## src/elc_pkg.sv

```systemverilog
// Shared types and constants for the encoder angle correction block.
// No dependencies; the blend, top-level and testbench files import this package.
package elc_pkg;

  // Field widths fixed by the item format
  localparam int ANGLE_BITS = 16;
  localparam int OFFSET_W   = 16;
  localparam int INDEX_W    = 10;
  localparam int SIZE_W     = 11;
  localparam int CFG_IDX_W  = 1;

  // Default table depth and reset value of the table size register
  localparam int TABLE_DEPTH_DEF = 1024;
  localparam int SIZE_RESET      = 1024;

  // Item operations
  localparam logic OP_CORRECT = 1'b0;
  localparam logic OP_WRITE   = 1'b1;

  // Configuration register indexes
  localparam logic [CFG_IDX_W-1:0] REG_TABLE_SIZE  = 1'b0;
  localparam logic [CFG_IDX_W-1:0] REG_CORR_ENABLE = 1'b1;

  // Per-stage control that travels with each item
  typedef struct packed {
    logic valid;  // stage holds an item
    logic corr;   // item is a correct-angle item
  } elc_ctl_t;

endpackage

```

## src/elc_blend.sv

```systemverilog
// Interpolation and output stages: blend of two table entries, subtract
// from the angle, output register. Depends on elc_pkg.
module elc_blend (
  input  logic                                clk,
  input  logic                                rst,
  input  logic                                adv,
  input  logic                                corr_en,
  input  elc_pkg::elc_ctl_t                   ctl2,
  input  logic [elc_pkg::ANGLE_BITS-1:0]      raw2,
  input  logic [elc_pkg::ANGLE_BITS-1:0]      frac2,
  input  logic [elc_pkg::OFFSET_W-1:0]        lo2,
  input  logic [elc_pkg::OFFSET_W-1:0]        hi2,
  output logic                                out_valid,
  output logic [elc_pkg::ANGLE_BITS-1:0]      corrected_angle,
  output logic signed [elc_pkg::OFFSET_W-1:0] applied_offset
);
  import elc_pkg::*;

  localparam int DW = OFFSET_W + 1;
  localparam int FW = ANGLE_BITS + 1;
  localparam int MW = DW + FW;
  localparam int SW = MW + 1;

  // stage 3: slope times fraction
  logic signed [DW-1:0] diff;
  logic signed [MW-1:0] mult;
  elc_ctl_t             ctl3;
  logic signed [MW-1:0] prod3;
  logic [OFFSET_W-1:0]  lo3;
  logic [ANGLE_BITS-1:0] raw3;

  // stage 4: rounding add and angle subtract
  logic signed [SW-1:0] sum;
  logic [OFFSET_W-1:0]  off;
  logic [ANGLE_BITS-1:0] corr;

  assign diff = $signed({hi2[OFFSET_W-1], hi2}) - $signed({lo2[OFFSET_W-1], lo2});
  assign mult = diff * $signed({1'b0, frac2});

  always_ff @(posedge clk) begin
    if (rst) begin
      ctl3 <= '0;
    end else if (adv) begin
      ctl3 <= ctl2;
    end
  end

  always_ff @(posedge clk) begin
    if (adv) begin
      prod3 <= mult;
      lo3   <= lo2;
      raw3  <= raw2;
    end
  end

  // lo*2^A + (hi-lo)*f + half, then floor shift
  assign sum = $signed({{(SW-OFFSET_W-ANGLE_BITS){lo3[OFFSET_W-1]}}, lo3, ANGLE_BITS'(0)})
             + SW'(prod3)
             + $signed(SW'(1) << (ANGLE_BITS - 1));
  assign off  = sum[ANGLE_BITS +: OFFSET_W];
  assign corr = raw3 - ANGLE_BITS'(off);

  always_ff @(posedge clk) begin
    if (rst) begin
      out_valid <= 1'b0;
    end else if (adv) begin
      out_valid <= ctl3.valid && ctl3.corr;
    end
  end

  always_ff @(posedge clk) begin
    if (adv) begin
      if (corr_en) begin
        corrected_angle <= corr;
        applied_offset  <= $signed(off);
      end else begin
        corrected_angle <= raw3;
        applied_offset  <= '0;
      end
    end
  end

  a_corr_reaches_out: assert property (@(posedge clk) disable iff (rst)
    (ctl3.valid && ctl3.corr && adv) |=> out_valid)
    else $error("correct item in stage 3 did not reach the output");

  a_hold_on_stall: assert property (@(posedge clk) disable iff (rst)
    !adv |=> ($stable(out_valid) && $stable(ctl3)))
    else $error("pipeline moved while stalled");

  a_zero_when_off: assert property (@(posedge clk) disable iff (rst)
    (out_valid && !corr_en) |-> (applied_offset == '0))
    else $error("nonzero offset while correction disabled");

endmodule

```

## config.mk

```make
export PLATFORM = sky130hd
export DESIGN_NAME = elc_blend
export DESIGN_NICKNAME = d
export VERILOG_FILES = /design/src/elc_pkg.sv /design/src/elc_blend.sv
export SDC_FILE = /design/constraint.sdc
export NUM_CORES = 1
export LEC_CHECK = 0
export BUFFER_PORTS_ARGS = -buffer_cell sky130_fd_sc_hd__buf_2
export CORE_ASPECT_RATIO = 0.75
export CORE_MARGIN = 2
export CORE_UTILIZATION = 30
export CTS_BUF_LIST = sky130_fd_sc_hd__clkbuf_8
export DETAILED_ROUTE_END_ITERATION = 16
export PLACE_DENSITY = 0.52
export RECOVER_POWER = 100
export SLEW_MARGIN = 20
export SYNTH_ARGS = -nofsm -noshare
export SYNTH_HDL_FRONTEND = slang
export SYNTH_SLANG_ARGS = --single-unit
```

## constraint.sdc

```tcl
create_clock -name clk -period 9.9 [get_ports clk]
set_clock_uncertainty 0.15 [all_clocks]
set_input_delay 0.99 -clock clk [delete_from_list [all_inputs] [get_ports clk]]
set_output_delay 0.99 -clock clk [all_outputs]
set_load 0.05 [all_outputs]
```

==> impl_metrics.py <==
metrics = {
    "timing": {
        "fmax_ghz": 0.108,
        "slew_headroom_pct": -212,
        "worst_slew_pin_slew_ps": 4680,
        "drv_slew": 86,
        "hold_viol_final": 0,
        "fin_crit_sh_pct": 93.8,
        "min_period_ps": 9290,
        "timing.setup.tns_ps": 0,
        "setup_violations": 0,
        "rsz0062_at_grt": "false",
    },
    "critical_path": {
        "cp_slowest_cell": "fa_1",
        "crit_arrival_ps": 9280,
        "cp-start-kind": "input pin",
        "required_ps": 9900,
        "crit_type": "in2reg",
        "crit_top_cell": "inv_1",
        "worstSetupEndpointType": "register",
        "critPathMaxFanout": 8,
        "slowest_delay_ps": 520,
    },
    "clock_tree": {
        "cts_max_level": 3,
        "cts_buffers": 9,
        "clk_latency_ps": 390,
        "cts_buffer_depth": 2,
        "clk_pin_slew_ps": 80,
        "cts_tree": "yes",
        "cts_num_sinks": 84,
        "cts_resized": 0,
        "hold_buffers": 0,
        "cts_root_buf": "clkbuf_8",
        "post_cts_buffers": 0,
    },
    "floorplanning": {
        "fp-row-count": 70,
        "start_util_pct": 30.5,
        "die-area_mm2": 0.0517,
        "die_w_um": 262,
        "dieHeight_um": 197,
        "core_mm2": 0.0490,
        "io_pins": 103,
    },
    "detailed_routing": {
        "routedWlPerCell_um": 16.2,
        "num_vias": 10446,
        "wirelength_um": 37200,
        "antenna_left": 0,
        "via_per_inst": 4.56,
        "drcViolationCount": 0,
        "drt_iter0_drc": 489,
        "dr.pass1.iters": 5,
    },
    "outcome": {
        "status": "complete, but fails checks",
        "failed_checks": "max-capacitance violations, max-slew violations",
    },
    "final_layout": {
        "drive_above_1_share_pct": 7.12,
        "syn2layout_area_growth_pct": 9.75,
        "nNetsFinal": 2099,
    },
    "job": {
        "drv_cap": 1,
    },
    "logic_synthesis": {
        "syn_avg_cell_area_um2": 9.67,
        "syn-cell-area_mm2": 0.0150,
        "synthTopCellsByCount": "350 x inv_1, 262 x fa_1, 165 x nand2_1",
        "yosysTopAreaCell": "fa_1",
        "synth.most_common_cell": "inv_1",
        "synthTopCellsByArea": "fa_1 35%, edfxtp_1 16%, ha_1 11%",
        "ys.warnings.count": 0,
        "synth-async-reset-ratio_pct": 0,
        "seq_area_frac_synth_pct": 16.7,
        "syn_inst": 1547,
        "yosysTopAreaCellShare_pct": 35.0,
        "synth_cell_types": 64,
        "synth-edff-count": 81,
        "synth_nets": 2008,
        "ys.flop_type": "edfxtp_1",
        "synth_seq_cells": 84,
    },
    "grt": {
        "antenna_found_initial": 1,
        "grt.total_usage_pct": 15.1,
        "grt_pass1_vias": 10951,
        "grt_max_degree": 86,
        "grt-ovfl-total": 0,
        "grt_pass1_wl_um": 60600,
    },
    "hold_path": {
        "hold_path_class": "reg2reg",
    },
    "place": {
        "dp_hpwl_um": 30700,
        "gp_congestion": 0.827,
        "port_buffers": 102,
    },
}
==> cell usage in the layout (no fill, tap or decap), types with 4 or more instances in the layout <==
cell      count
nor2_1       50
a211oi_1      4
mux2_2       16
nor2b_1      27
xnor2_1      46
fa_1        262
and3_1        9
ha_1        129
o21a_1       15
and2_1      107
mux2i_1      15
inv_1       353
nand3_1      12
xor2_1       25
buf_2        51
nor3_1       15
or3_1         4
o21bai_1      4
a31oi_1       5
nand2_1     165
clkbuf_8     11
buf_4        24
clkbuf_1     52
o21ai_0      20
o211ai_1      5
a21o_1       11
nand2b_1     34
a21oi_1      37
edfxtp_1     81
==> per-stage QoR <==
| stage | util [%] | hold WS, ps | instance area [um2] | setup slack, ps | cells |
|---|---|---|---|---|---|
| 2_1_floorplan | - | 304 | 15000 | 1450 | 1547 |
| 3_3_place_gp | 33.2 | 300 | 16300 | 456 | 2275 |
| 3_5_place_dp | 33.2 | 312 | 16300 | 366 | 2275 |
| 4_1_cts | 33.7 | 325 | 16500 | 751 | 2291 |
| 5_1_grt | 33.5 | 348 | 16400 | 146 | 2292 |
| 6_report | 33.5 | 330 | 16400 | 614 | 2292 |
==> area by class of cell <==
class,instances,area [um2]
repair buffers,127,631
fillers,5071,32600
well taps,648,811
flip-flops and latches,84,2490
clock buffers,11,151
inverters,350,1310
multi-input cells,1066,11000
clock inverters,5,71.3
diodes,1,2.50
==> critical path: cells and delay by family <==
family,cells,cell delay (ps)
AND/OR/NAND/NOR,5,1080
AO/OA/AOI/OAI,12,3030
XOR/XNOR,1,70
buffers and inverters,8,530
adder cells (fa/ha/maj),8,3560
==> worst paths after layout <==
path                            cells past startpoint       from                  end  slack, ps
worst min-delay path                                2  out_valid            out_valid        330
worst max register to register                     16  prod3[15]  corrected_angle[15]       5440
worst max-delay path                               34     lo2[1]            prod3[28]        610
worst min register to register                      2  out_valid            out_valid        330
==> routing by layer <==
| metal | share of wire [%] | global-route usage (%) | vias up |
|---|---|---|---|
| li1 | - | - | 4938 |
| met1 | 53 | 23.6 | 5336 |
| met2 | 43 | 22.4 | 157 |
| met3 | 3.5 | 2.18 | 15 |
| met4 | 0.68 | 1.97 | 0 |
| met5 | 0 | 0 | - |
==> logic make-up after synthesis <==
kind of cell / share of synthesized area (%)
AO/OA/AOI/OAI: 6.22
XOR/XNOR: 4.16
adder cells (fa/ha/maj): 45.8
buffers and inverters: 10.0
flip-flops: 16.7
multiplexers: 2.41
AND/OR/NAND/NOR: 14.7
==> sequential cells by signal, summed over array words and instances, names as in the netlist <==
register and count:
lo3 16, out_valid 1, raw3 16, applied_offset 16, ctl3 2, prod3 17, corrected_angle 16
Power is left out: the tool's default activity adds up to more than one toggle a clock period on the data nets, which glitch-free logic cannot reach.
